===== config.mk =====
export PLATFORM = sky130hd
export DESIGN_NAME = tdc_ihp_cfg
export DESIGN_NICKNAME = d
export VERILOG_FILES = /design/src/rtl/tdc_inl_correct_hit_pairing_top_defines.svh /design/src/rtl/tdc_ihp_pkg.sv /design/src/rtl/tdc_ihp_cfg.sv
export SDC_FILE = /design/constraint.sdc
export NUM_CORES = 1
export LEC_CHECK = 0
export ABC_AREA = 1
export BUFFER_PORTS_ARGS = -buffer_cell sky130_fd_sc_hd__buf_2
export CORE_MARGIN = 2
export CORE_UTILIZATION = 36
export CTS_CLUSTER_DIAMETER = 30
export CTS_CLUSTER_SIZE = 14
export DETAILED_ROUTE_END_ITERATION = 8
export PLACE_DENSITY_LB_ADDON = 0.08
export SLEW_MARGIN = 10
export SYNTH_ARGS = -nofsm -noshare
export SYNTH_HDL_FRONTEND = slang
export SYNTH_SLANG_ARGS = --single-unit

===== constraint.sdc =====
create_clock -name clk -period 1 [get_ports clk]
set_clock_uncertainty 0.2 [all_clocks]
set_input_delay 0.2 -clock clk [delete_from_list [all_inputs] [get_ports clk]]
set_output_delay 0.2 -clock clk [all_outputs]
set_load 0.1 [all_outputs]

===== src/rtl/tdc_inl_correct_hit_pairing_top_defines.svh =====
// Assertion macros for the block's modules; only the sequencer uses them.
// Each expects signals named clk and rst_n in the module that uses it.
`ifndef TDC_INL_CORRECT_HIT_PAIRING_TOP_DEFINES_SVH
`define TDC_INL_CORRECT_HIT_PAIRING_TOP_DEFINES_SVH

// Same-cycle implication.
`define TDC_IHP_ASSERT_NOW(label, ante, cons, msg) \
    label: assert property (@(posedge clk) disable iff (!rst_n) (ante) |-> (cons)) \
        else $error(msg);

// Next-cycle implication.
`define TDC_IHP_ASSERT_NEXT(label, ante, cons, msg) \
    label: assert property (@(posedge clk) disable iff (!rst_n) (ante) |=> (cons)) \
        else $error(msg);

`endif


===== src/rtl/tdc_ihp_pkg.sv =====
package tdc_ihp_pkg;

    localparam int CORR_BINS_DEF    = 1024;
    localparam int NUM_CHANNELS_DEF = 72;
    localparam int NUM_KEYS_DEF     = 1024;

    localparam int MODE_W  = 2;
    localparam int CH_W    = 7;
    localparam int BIN_W   = 10;
    localparam int CORR_W  = 16;
    localparam int RAW_W   = 21;
    localparam int KEY_W   = 10;
    localparam int TIME_W  = 48;
    localparam int BWID_W  = 24;
    localparam int APB_AW  = 3;
    localparam int APB_DW  = 32;

    // Q8 time arithmetic
    localparam int FRAC_W     = 8;
    localparam int Q_W        = RAW_W + FRAC_W + 2;
    localparam int PROD_W     = Q_W + BWID_W + 1;
    localparam int ROUND_HALF = 1 << (FRAC_W - 1);

    localparam logic signed [TIME_W-1:0] T48_MAX = {1'b0, {(TIME_W-1){1'b1}}};

    localparam logic              USE_CORR_RST  = 1'b1;
    localparam logic [BWID_W-1:0] BIN_WIDTH_RST = 24'd97656;

    // register index is paddr[2]
    typedef enum logic [0:0] {
        REG_USE_CORR  = 1'b0,
        REG_BIN_WIDTH = 1'b1
    } reg_index_t;

    typedef enum logic [MODE_W-1:0] {
        MODE_LOAD  = 2'd0,
        MODE_HIT   = 2'd1,
        MODE_DRAIN = 2'd2
    } item_mode_t;

    typedef enum logic [3:0] {
        ST_CLEAR,
        ST_IDLE,
        ST_DIV,
        ST_REM,
        ST_FIX,
        ST_LOOKUP,
        ST_QSUM,
        ST_MULT,
        ST_ROUND,
        ST_UPDATE,
        ST_DRAIN
    } ctrl_state_t;

    typedef struct packed {
        logic capture;
        logic div_en;
        logic rem_en;
        logic fix_en;
        logic lookup_en;
        logic qsum_en;
        logic mult_en;
        logic round_en;
        logic update_en;
        logic drain_en;
        logic clear_en;
    } ihp_cmd_t;

    typedef struct packed {
        logic is_hit;
        logic is_drain;
        logic key_ok;
        logic out_free;
        logic clear_last;
    } ihp_status_t;

    typedef struct packed {
        logic                     lead_seen;
        logic                     trail_seen;
        logic signed [TIME_W-1:0] lead_min;
        logic signed [TIME_W-1:0] trail_min;
    } key_entry_t;

    localparam key_entry_t KEY_EMPTY = '{1'b0, 1'b0, T48_MAX, T48_MAX};

endpackage


===== src/rtl/tdc_ihp_cfg.sv =====
module tdc_ihp_cfg (
    input  logic                             clk,
    input  logic                             rst_n,
    input  logic                             psel,
    input  logic                             penable,
    input  logic                             pwrite,
    input  logic [tdc_ihp_pkg::APB_AW-1:0]   paddr,
    input  logic [tdc_ihp_pkg::APB_DW-1:0]   pwdata,
    output logic [tdc_ihp_pkg::APB_DW-1:0]   prdata,
    output logic                             pready,
    output logic                             use_correction,
    output logic [tdc_ihp_pkg::BWID_W-1:0]   bin_width_fs
);
    import tdc_ihp_pkg::*;

    logic              use_corr_reg;
    logic [BWID_W-1:0] bin_width_reg;
    logic              wr_en;
    reg_index_t        reg_idx;

    assign pready  = 1'b1;
    assign wr_en   = psel && penable && pwrite && pready;
    assign reg_idx = reg_index_t'(paddr[2]);

    always_ff @(posedge clk or negedge rst_n)
    begin
        if (!rst_n)
        begin
            use_corr_reg  <= USE_CORR_RST;
            bin_width_reg <= BIN_WIDTH_RST;
        end
        else if (wr_en)
        begin
            case (reg_idx)
                REG_USE_CORR:  use_corr_reg  <= pwdata[0];
                REG_BIN_WIDTH: bin_width_reg <= pwdata[BWID_W-1:0];
                default:       ;
            endcase
        end
    end

    always_comb
    begin
        case (reg_idx)
            REG_USE_CORR:  prdata = APB_DW'(use_corr_reg);
            REG_BIN_WIDTH: prdata = APB_DW'(bin_width_reg);
            default:       prdata = '0;
        endcase
    end

    assign use_correction = use_corr_reg;
    assign bin_width_fs   = bin_width_reg;

endmodule


==> results.cfg, run 1 <==
[outcome]
outcome = did not finish
lastStage = clock tree synthesis
stop_error = [ERROR DPL-0038] Utilization greater than 100%, impossible to legalize

[synthesis]
synth_cell_types = 14
yosys.area.top_type = dfrtp_1
yosysTopAreaCellShare = 0.247
synth_area_leaders = dfrtp_1, dfstp_2, nand2_1
syn_area_per_cell_um2 = 7.49
synthTopCellsByCount = nand2_1, nand3_1, inv_1, dfrtp_1, dfstp_2
syn_inst = 176
async_flop_share = 1.00
ys_warn_count = 0
synth_seq_cells = 25
synth_flop_cell = dfrtp_1
synth_edf_count = 0
yosysMostFrequentCell = nand2_1
ys_seq_area_frac = 0.486
syn_area_um2 = 1320

[floorplan]
num_io_pins = 98
initial_utilization = 0.386
die_x_um = 64.5
rows = 21
die_y_um = 64.5

[placed_design]
gp_congestion = 0.721
dp.cells = 326
portBuffers = 78
hpwlAfterDp_mm = 5.50

[cts]
clockRootBuffer = clkbuf_4
clk_path_buf_depth = 2
cts_repair_resize_count = 87
ctsHoldBuffers = 23
cts_made_buffers = 3
post_cts_buffers = 17
cts_htree_levels = 1
clkSinkCount = 25
-- cells by family after synthesis --
group / synth area share
DFF: 0.486
and+or+nand+nor: 0.337
buffers and inverters: 0.171
other: 0.00570
-- per-stage QoR --
stage	utilization	worst slack [ns]	TNS, ns	instance area [µm²]
2_1_floorplan	-	-0.592	-17.49	1780
3_3_place_gp	0.963	-0.313	-17.91	3290
3_5_place_dp	0.963	-0.357	-19.92	3290
==> run 2: changes to the inputs <==
CORE_UTILIZATION = 25   (was 36)
CTS_CLUSTER_DIAMETER = not set   (was 30)
CTS_CLUSTER_SIZE = not set   (was 14)
PLACE_DENSITY_LB_ADDON = 0.15   (was 0.08)
clock period = 1.3 ns   (was 1 ns; I/O delays follow)
==> run 2 against run 1 <==
Net effect:
- the flow now finishes, with violations (negative setup slack)
- synthesized cell count unchanged
- area after synthesis stayed put
==> results.cfg, run 2 <==
[outcome]
outcome = complete, but fails checks
violations = negative setup slack

[synthesis]
synthTopCellsByCount = nand2_1, nand3_1, inv_1, dfrtp_1, dfstp_2
ys_seq_area_frac = 0.486
synth_edf_count = 0
syn_area_um2 = 1320
synth_area_leaders = dfrtp_1, dfstp_2, nand2_1
synth_seq_cells = 25
synth_flop_cell = dfrtp_1
synth_cell_types = 14
ys_warn_count = 0
yosysMostFrequentCell = nand2_1
syn_inst = 176
yosysTopAreaCellShare = 0.247
async_flop_share = 1.00
yosys.area.top_type = dfrtp_1
syn_area_per_cell_um2 = 7.49

[pwr]
p_leak_uw = 0.00163
ir_worst_vdd_uv = 861
p_per_area_nw_per_um2 = 1640

[floorplan]
die_y_um = 76.6
dieArea_um2 = 5870
core_area_um2 = 5110
rows = 26
initial_utilization = 0.258
die_x_um = 76.6
num_io_pins = 98

[cts]
clk_path_buf_depth = 2
cts.clk_slew.worst_paths_ns = 0.09
cts_tree = done
clockRootBuffer = clkbuf_8
clkSinkCount = 25
cts_htree_levels = 1
cts_made_buffers = 3
clock_latency_ns = 0.27

[worst_setup_path]
cp_num_cells = 3
crit_required_ns = 0.84
start_kind = register
slowest_delay_ns = 0.65
cp_slowest_cell = dfstp_4
crit_type = register to output pin
cp_num_buf_inv = 2
rr_worst_depth = 5
arrival_ns = 1.22
cp_max_fo = 2
cp_top_family = flip-flops
end_kind = output pin
crit_chain = nand2_4, clkinvlp_4, buf_12

[cells_and_area]
final_cell_mix = buf_12, nand2_1, buf_2, nand2_4, nand3_1
largest_reg_flops = 24
fin_nets = 330
layout_commonest_cell = buf_12
final_core_util = 0.676
drive_above_1_share = 0.682
areaGrowthSynthToFinish_pct = 162
antenna_cells = 0

[route]
postRouteAntennaNets = 0
wl_per_cell_um = 12.0
first_pass_iters = 4
drt_iter0_markers = 31
drt_drc_violations_left = 0
viasPerCell = 4.06
wl_mm = 4.30
vias = 1459

[global_route]
grt_pass1_wl_mm = 7.34
grt_pass1_vias = 1518
antenna_found_initial = 0
grt_max_degree = 26
gr-total-overflow = 0
grt_use_total = 0.155

[min_path]
whs_path_depth = 3
min_path_type = input pin to register

[placed_design]
hpwlAfterDp_mm = 3.23
post-place-ws_ns = -0.129
portBuffers = 78
gp_congestion = 0.699

[timing]
min_period_ns = 1.68
grt_setup_unrepaired = true
fin_setup_tns_ns = -13.63
fin_crit_sh = 1.29
setup_viol = 49
final_hold_viol_count = 0
setup_slack_ns = -0.380
fmax_mhz = 595
drv_slew = 0
whs_ns = 0.00107

[run]
drv_cap = 0
run 2: tightest hold or removal path, delay by kind of cell:
kind | cells | cell delay (ns)
simple gates | 2 | 0.12
buf+inv | 1 | 0.10
run 2: metrics by stage:
step / power, µW / cells / area [µm²]
floorplan: 3540 / 183 / 1760
global placement: 5050 / 343 / 3240
detailed placement: 5080 / 343 / 3240
CTS: 5700 / 357 / 3440
global route: 5870 / 359 / 3450
finish: 5670 / 359 / 3450
run 2: what timing repair did:
item                       4_1_cts  5_1_grt
hold endpoints to repair        16        0
pin swaps                       10        5
hold buffers                     4        0
buffers inserted                 6        2
gates resized for setup         11        0
setup endpoints to repair       49       49
run 2: path summary, 6_finish.rpt:
check                                   end             start  slack [ns]
max                               prdata[5]   bin_width_fs[5]       -0.38
min reg2reg                 bin_width_fs[0]   bin_width_fs[0]        0.34
max in group asynchronous    use_correction             rst_n        0.29
min in group asynchronous   bin_width_fs[9]             rst_n        0.31
max reg2reg                bin_width_fs[12]  bin_width_fs[12]        0.02
min                        bin_width_fs[11]        pwdata[11]       0.001
run 2: per-layer routing:
layer / share of wire / global-route usage
met5: 0 / 0
met4: 0.0079 / 0.0436
met3: 0.046 / 0.0308
met2: 0.54 / 0.280
met1: 0.40 / 0.186
run 2: final cells by class:
class                           count  area [µm²]
Timing Repair Buffer              121        1710
Fill cell                         386        1650
Sequential cell                    25         732
Multi-Input combinational cell    114         666
Inverter                           25         215
Tap cell                           70        87.6
Clock buffer                        4        45.0
run 2: cell families (layout without fill, tap and decap cells):
| logic type | after synthesis | in the layout | share of synthesized area |
|---|---|---|---|
| and+or+nand+nor | 105 | 105 | 0.337 |
| buffers and inverters | 44 | 150 | 0.171 |
| DFF | 25 | 25 | 0.486 |
| other | 2 | 9 | 0.00570 |
run 2: power breakdown:
| part | switching (µW) | leakage (µW) | internal, µW |
|---|---|---|---|
| logic | 2410 | 0.00132 | 1500 |
| clock network | 243 | 0.0000228 | 219 |
| registers | 223 | 0.000280 | 1070 |
No activity file was read; power rests on OpenSTA's default activity.
