## src/rtl/tdc_inl_correct_hit_pairing_top_defines.svh

```systemverilog
// Assertion macros for the block's modules; only the sequencer uses them.
// Each expects signals named clk and rst_n in the module that uses it.
`ifndef TDC_INL_CORRECT_HIT_PAIRING_TOP_DEFINES_SVH
`define TDC_INL_CORRECT_HIT_PAIRING_TOP_DEFINES_SVH

// Same-cycle implication.
`define TDC_IHP_ASSERT_NOW(label, ante, cons, msg) \
    label: assert property (@(posedge clk) disable iff (!rst_n) (ante) |-> (cons)) \
        else $error(msg);

// Next-cycle implication.
`define TDC_IHP_ASSERT_NEXT(label, ante, cons, msg) \
    label: assert property (@(posedge clk) disable iff (!rst_n) (ante) |=> (cons)) \
        else $error(msg);

`endif

```

## src/rtl/tdc_ihp_pkg.sv

```systemverilog
package tdc_ihp_pkg;

    localparam int CORR_BINS_DEF    = 1024;
    localparam int NUM_CHANNELS_DEF = 72;
    localparam int NUM_KEYS_DEF     = 1024;

    localparam int MODE_W  = 2;
    localparam int CH_W    = 7;
    localparam int BIN_W   = 10;
    localparam int CORR_W  = 16;
    localparam int RAW_W   = 21;
    localparam int KEY_W   = 10;
    localparam int TIME_W  = 48;
    localparam int BWID_W  = 24;
    localparam int APB_AW  = 3;
    localparam int APB_DW  = 32;

    // Q8 time arithmetic
    localparam int FRAC_W     = 8;
    localparam int Q_W        = RAW_W + FRAC_W + 2;
    localparam int PROD_W     = Q_W + BWID_W + 1;
    localparam int ROUND_HALF = 1 << (FRAC_W - 1);

    localparam logic signed [TIME_W-1:0] T48_MAX = {1'b0, {(TIME_W-1){1'b1}}};

    localparam logic              USE_CORR_RST  = 1'b1;
    localparam logic [BWID_W-1:0] BIN_WIDTH_RST = 24'd97656;

    // register index is paddr[2]
    typedef enum logic [0:0] {
        REG_USE_CORR  = 1'b0,
        REG_BIN_WIDTH = 1'b1
    } reg_index_t;

    typedef enum logic [MODE_W-1:0] {
        MODE_LOAD  = 2'd0,
        MODE_HIT   = 2'd1,
        MODE_DRAIN = 2'd2
    } item_mode_t;

    typedef enum logic [3:0] {
        ST_CLEAR,
        ST_IDLE,
        ST_DIV,
        ST_REM,
        ST_FIX,
        ST_LOOKUP,
        ST_QSUM,
        ST_MULT,
        ST_ROUND,
        ST_UPDATE,
        ST_DRAIN
    } ctrl_state_t;

    typedef struct packed {
        logic capture;
        logic div_en;
        logic rem_en;
        logic fix_en;
        logic lookup_en;
        logic qsum_en;
        logic mult_en;
        logic round_en;
        logic update_en;
        logic drain_en;
        logic clear_en;
    } ihp_cmd_t;

    typedef struct packed {
        logic is_hit;
        logic is_drain;
        logic key_ok;
        logic out_free;
        logic clear_last;
    } ihp_status_t;

    typedef struct packed {
        logic                     lead_seen;
        logic                     trail_seen;
        logic signed [TIME_W-1:0] lead_min;
        logic signed [TIME_W-1:0] trail_min;
    } key_entry_t;

    localparam key_entry_t KEY_EMPTY = '{1'b0, 1'b0, T48_MAX, T48_MAX};

endpackage

```

## src/rtl/tdc_ihp_ctrl.sv

```systemverilog
`include "tdc_inl_correct_hit_pairing_top_defines.svh"

module tdc_ihp_ctrl (
    input  logic                     clk,
    input  logic                     rst_n,
    input  logic                     in_valid,
    output logic                     in_ready,
    input  tdc_ihp_pkg::ihp_status_t status,
    output tdc_ihp_pkg::ihp_cmd_t    cmd
);
    import tdc_ihp_pkg::*;

    ctrl_state_t state_reg;
    ctrl_state_t state_next;

    always_ff @(posedge clk or negedge rst_n)
    begin
        if (!rst_n)
        begin
            state_reg <= ST_CLEAR;
        end
        else
        begin
            state_reg <= state_next;
        end
    end

    always_comb
    begin
        state_next = state_reg;
        cmd        = '0;
        in_ready   = 1'b0;
        case (state_reg)
            ST_CLEAR:
            begin
                cmd.clear_en = 1'b1;
                if (status.clear_last)
                begin
                    state_next = ST_IDLE;
                end
            end
            ST_IDLE:
            begin
                in_ready = 1'b1;
                if (in_valid)
                begin
                    cmd.capture = 1'b1;
                    state_next  = ST_DIV;
                end
            end
            ST_DIV:
            begin
                cmd.div_en = 1'b1;
                state_next = ST_REM;
            end
            ST_REM:
            begin
                cmd.rem_en = 1'b1;
                state_next = ST_FIX;
            end
            ST_FIX:
            begin
                cmd.fix_en = 1'b1;
                state_next = ST_LOOKUP;
            end
            ST_LOOKUP:
            begin
                // loads finish here; hits and drains continue on a valid key
                cmd.lookup_en = 1'b1;
                if (status.is_hit && status.key_ok)
                begin
                    state_next = ST_QSUM;
                end
                else if (status.is_drain && status.key_ok)
                begin
                    state_next = ST_DRAIN;
                end
                else
                begin
                    state_next = ST_IDLE;
                end
            end
            ST_QSUM:
            begin
                cmd.qsum_en = 1'b1;
                state_next  = ST_MULT;
            end
            ST_MULT:
            begin
                cmd.mult_en = 1'b1;
                state_next  = ST_ROUND;
            end
            ST_ROUND:
            begin
                cmd.round_en = 1'b1;
                state_next   = ST_UPDATE;
            end
            ST_UPDATE:
            begin
                cmd.update_en = 1'b1;
                state_next    = ST_IDLE;
            end
            ST_DRAIN:
            begin
                // hold until the output register can take the result
                if (status.out_free)
                begin
                    cmd.drain_en = 1'b1;
                    state_next   = ST_IDLE;
                end
            end
            default:
            begin
                state_next = ST_IDLE;
            end
        endcase
    end

    `TDC_IHP_ASSERT_NEXT(a_accept_starts_div, in_valid && in_ready, state_reg == ST_DIV,
        "accepted item did not start sequencing")
    `TDC_IHP_ASSERT_NEXT(a_drain_holds, (state_reg == ST_DRAIN) && !status.out_free,
        state_reg == ST_DRAIN, "drain left while output register was full")
    `TDC_IHP_ASSERT_NEXT(a_clear_ends_idle, (state_reg == ST_CLEAR) && status.clear_last,
        state_reg == ST_IDLE, "clear pass did not end in idle")
    `TDC_IHP_ASSERT_NOW(a_mult_after_qsum, state_reg == ST_MULT,
        $past(state_reg) == ST_QSUM, "multiply step entered out of order")

endmodule

```

## config.mk

```make
export PLATFORM = sky130hd
export DESIGN_NAME = tdc_ihp_ctrl
export DESIGN_NICKNAME = d
export VERILOG_FILES = /design/src/rtl/tdc_ihp_pkg.sv /design/src/rtl/tdc_ihp_ctrl.sv
export VERILOG_INCLUDE_DIRS = /design/src /design/src/rtl
export SDC_FILE = /design/constraint.sdc
export NUM_CORES = 1
export LEC_CHECK = 0
export ABC_AREA = 1
export BUFFER_PORTS_ARGS = -buffer_cell sky130_fd_sc_hd__buf_2
export CORE_AREA = 5 5 42 44
export DETAILED_ROUTE_END_ITERATION = 8
export DIE_AREA = 0 0 47 49
export PLACE_DENSITY = 0.56
export SLEW_MARGIN = 20
export SYNTH_ARGS = -nofsm -noshare
export SYNTH_HDL_FRONTEND = slang
export SYNTH_SLANG_ARGS = --single-unit
```

## constraint.sdc

```tcl
create_clock -name clk -period 1.1 [get_ports clk]
set_clock_uncertainty 0.1 [all_clocks]
set_input_delay 0.11 -clock clk [delete_from_list [all_inputs] [get_ports clk]]
set_output_delay 0.11 -clock clk [all_outputs]
set_load 0.02 [all_outputs]
```

* Yosys cells after proc, flatten, opt, wreduce, memory -nomap -nowiden
Index checks and enable logic that the tools add are counted.
** Storage, ports and cells
- Register bits after elaboration :: 4
- Bits of input ports :: 8
- Output and inout bits :: 12
** Cells by class
- Equal/unequal tests :: 13
- Reductions and logical operators :: 4
- Muxes and demuxes :: 20
** Operators by type and width (number)
- $pmux 4 s10 :: 1
- $mux 4 :: 5
- $eq 4x3->1 const B :: 4
- $mux 1 :: 14
- $eq 4x4->1 const B :: 3
- $eq 4x2->1 const B :: 2
- $ne 2x2->1 const B :: 3
- $eq 4x1->1 const B :: 1
- $logic_not 4->1 :: 1
- $reduce_and 3->1 :: 1
- $logic_and 1x1->1 :: 2

* Logic depth before layout (Yosys ltp)
- Depth in word-level cells :: 4
- Mapped depth :: 7
- Depth with buffers taken out :: 7

* Worst setup path before layout
Ideal clock, no wire load.
- Path kind :: reg-to-output
- Start point :: register state_reg[1]
- End point :: output port cmd[1] (netlist bit)
- Cell stages (with the launch flop) :: 5
- Arrival :: 1291 ps
- Path slack :: -401 ps
- Data required time :: 890 ps
- Cell sequence :: dfrtp_1 -> inv_2 -> nor2_4 -> inv_1 -> nor4_1
** RTL lines
- start: declaration :: line tdc_ihp_ctrl.sv:13 : ctrl_state_t state_reg;
- start signal: assignment :: line tdc_ihp_ctrl.sv:24 : state_reg <= state_next;
- end: declaration :: line tdc_ihp_ctrl.sv:9 : output tdc_ihp_pkg::ihp_cmd_t cmd

==> out/summary.txt <==
Area contributors post-synth -> dfrtp_1 (27%), nand2_1 (14%), inv_1 (9.2%), nor2_1 (9.2%), nand3_1 (6.8%)
Inserted Diodes -> 0
Final Cycle Share -> 131.3%
reg-to-reg slack, setup -> -240 ps
Layout Cells excl Fill -> 109
most frequent cell after synthesis -> nand2_1
biggest area consumer among synthesized cells -> dfrtp_1
clk sinks -> 4
Post-synth EDFFs -> 0
Mapped Nets -> 69
synthesized area per cell -> 6.051 µm²
Mapped Cells -> 61
Total GRT Usage -> 11.78%
PD cells -> 2541 mW/mm²
Ys Warns -> 0
Final Hold Vio Count -> 0
Worst Tran Pin Value -> 241.6 ps
sw frac -> 50.68%
Setup violations, final -> 16
Detailed Place HPWL -> 957.7 µm
Die Span Y -> 49 µm
relative slew slack -> 83.89%
Crit. End Element -> output pin
Root Driver -> clkbuf_4
die area -> 0.002303 mm²
die span in x -> 47 µm
GR Util met1 -> 13.69%
First-pass DRT Iterations -> 2
final worst-path setup slack -> -344.0 ps
CTS tree -> done
DRC -> 0
clk_lat worst skew -> 240 ps
initial core utilization -> 26.34%
antenna violations before repair -> 0
GR peak layer -> met2
share of cells above drive strength 1 -> 66.67%
nets -> 102
switching power -> 963.6 µW
IO Count -> 20
Layout area overhead -> 102.7%
Req. time, crit path -> 890 ps
Max Cap Viol -> 0
worst hold-check path type -> input pin to async pin
Reg2Reg Launch Point -> state_reg[3]
Overflow after GRT -> 0
Clock power frac -> 10.3%
top cell type's share of synthesized area -> 27.12%
Leakage -> 0.3958 nW
status -> finished, violations left
vias -> 482
WS Path Type -> flip-flop to output pin
Reg power frac -> 18.6%
clock slew seen by the registers of the worst setup and hold paths -> 40 ps
Iter 0 DRT Violations -> 4
Synth top cells by count -> nand2_1 (14), inv_1 (9), nor2_1 (9), nand3_1 (5)
CTS HTree Levels -> 1
vias in the first global route -> 494
pin count of the biggest net entering global routing -> 8
crit-path max FO -> 5
synthesized area -> 369.1 µm²
CTS Buf Count -> 3
maximum clock rate -> 0.6925 GHz
Slew Limit Fails -> 0
FP Rows -> 14
fillers -> 140
I/O Buffers -> 19
Peak VDD IR -> 1.183 mV
placed cell count -> 102
main flop type after synthesis -> dfrtp_1
Post-synth ARST share -> 100.0%
Post-Route WL -> 1.196 mm
Logic pwr share -> 71.0%
Synth Register Bits -> 4
vias per cell -> 4.422
GRT met3 Usage -> 1.107%
R2R cell count -> 8
fin util -> 53.39%
global-route wire length before repair -> 2.056 mm
reg2reg end -> state_reg[0]
RD Place Congestion -> 0.8388
Netlist cell types -> 17
Bufs on Longest Clock Path -> 2
RSZ-0062 raised after global routing -> true
Critical Path Start Type -> flip-flop
wire per inst -> 10.97 µm
met2 global-route usage -> 20.36%
internal power -> 937.9 µW
violated checks -> negative setup slack
Core Footprint -> 0.001401 mm²
arrival time worst endpoint -> 1230 ps
max FFs per register -> 4
sequential fraction of the synthesis area -> 27.12%
DRT antenna net count -> 0
minimum clock period -> 1444 ps
## what timing repair did
| action | CTS | global route |
|---|---|---|
| hold buffers | 1 | 0 |
| hold endpoints to repair | 4 | 0 |
| pin swaps | 10 | 3 |
| resized for setup | 33 | 4 |
| setup endpoints to repair | 16 | 16 |
| setup buffers | 2 | 0 |
## how the worst max path moves through the flow
| stage | startpoint | to | slack, ps | depth (start not counted) |
|---|---|---|---|---|
| 2_1_floorplan | state_reg[3] | state_reg[3] | -100 | 5 |
| 3_3_place_gp | state_reg[2] | state_reg[0] | -200 | 4 |
| 3_5_place_dp | state_reg[2] | state_reg[1] | -200 | 6 |
| 4_1_cts | state_reg[2] | cmd[8] | -360 | 4 |
| 5_1_grt | state_reg[1] | cmd[1] | -420 | 5 |
| 6_report | state_reg[1] | cmd[1] | -340 | 5 |
## cell families after synthesis
family / after synthesis / synth area share [%]
compound gates: 7 / 11.19
flops: 4 / 27.12
buf+inv: 13 / 13.22
simple gates: 37 / 48.47
## cells in the final DEF (no fill, tap or decap)
cell type / Yosys / final
dlygate4sd3_1: 0 / 1
o21ai_0: 2 / 2
nor2_2: 2 / 5
nand2_2: 1 / 2
buf_6: 0 / 9
nand2_1: 14 / 10
nor4_4: 0 / 1
nor2_1: 9 / 3
buf_4: 0 / 10
inv_2: 4 / 3
nor3_4: 0 / 1
clkbuf_1: 0 / 1
o211ai_1: 1 / 1
nand2_4: 0 / 3
nor2_4: 2 / 5
inv_4: 0 / 3
nand3_1: 5 / 5
dfrtp_2: 0 / 4
inv_1: 9 / 7
a21oi_2: 1 / 3
nand3_2: 1 / 1
buf_2: 0 / 8
nor3_2: 0 / 1
o21ai_1: 1 / 1
clkbuf_4: 0 / 3
## critical path, cell delays in order, from the launching register on
cell	delay [ps]
dfrtp_2	440
inv_4	80
nor2_4	110
inv_2	70
nor4_4	110
buf_4	170
## power groups by stage
stage / Combinational (mW) / Clock, mW / Sequential, mW
after floorplan: 0.749 / 0 / 0.300
after global placement: 1.03 / 0 / 0.317
after detailed placement: 1.04 / 0 / 0.321
after CTS: 1.31 / 0.209 / 0.353
after global routing: 1.45 / 0.232 / 0.365
final: 1.35 / 0.196 / 0.355
## final cells by class
type                       instances  area [µm²]  area share, %
multi-input combinational         44       314.1          41.97
timing repair buffer              28       226.5          30.27
sequential                         4       105.1          14.05
inverter                          13       56.30          7.525
clock buffer                       4       26.28          3.512
tap                               16       20.02          2.676
## layer usage
| metal | wire [µm] | part of all wire, % | vias to the layer above |
|---|---|---|---|
| met5 | 0 | 0 | - |
| met4 | 0 | 0 | 0 |
| met3 | 42 | 3.5 | 0 |
| met2 | 659 | 55 | 8 |
| met1 | 495 | 41 | 219 |
| li1 | - | - | 255 |
## metrics by stage
step	instance area, µm²	hold WS (ps)	power (mW)	TNS [ps]	worst slack [ps]
3_5_place_dp	589.3	-181.8	1.359	-2050	-198.4
3_3_place_gp	589.3	-183.9	1.347	-2004	-202.9
2_1_floorplan	429.2	-285.6	1.049	-481.0	-102.8
5_1_grt	748.2	99.05	2.051	-5508	-422.3
4_1_cts	738.2	93.04	1.873	-4521	-360.7
6_report	748.2	104.8	1.902	-4280	-344.0
Note: power is estimated with default switching activity, not from simulation.
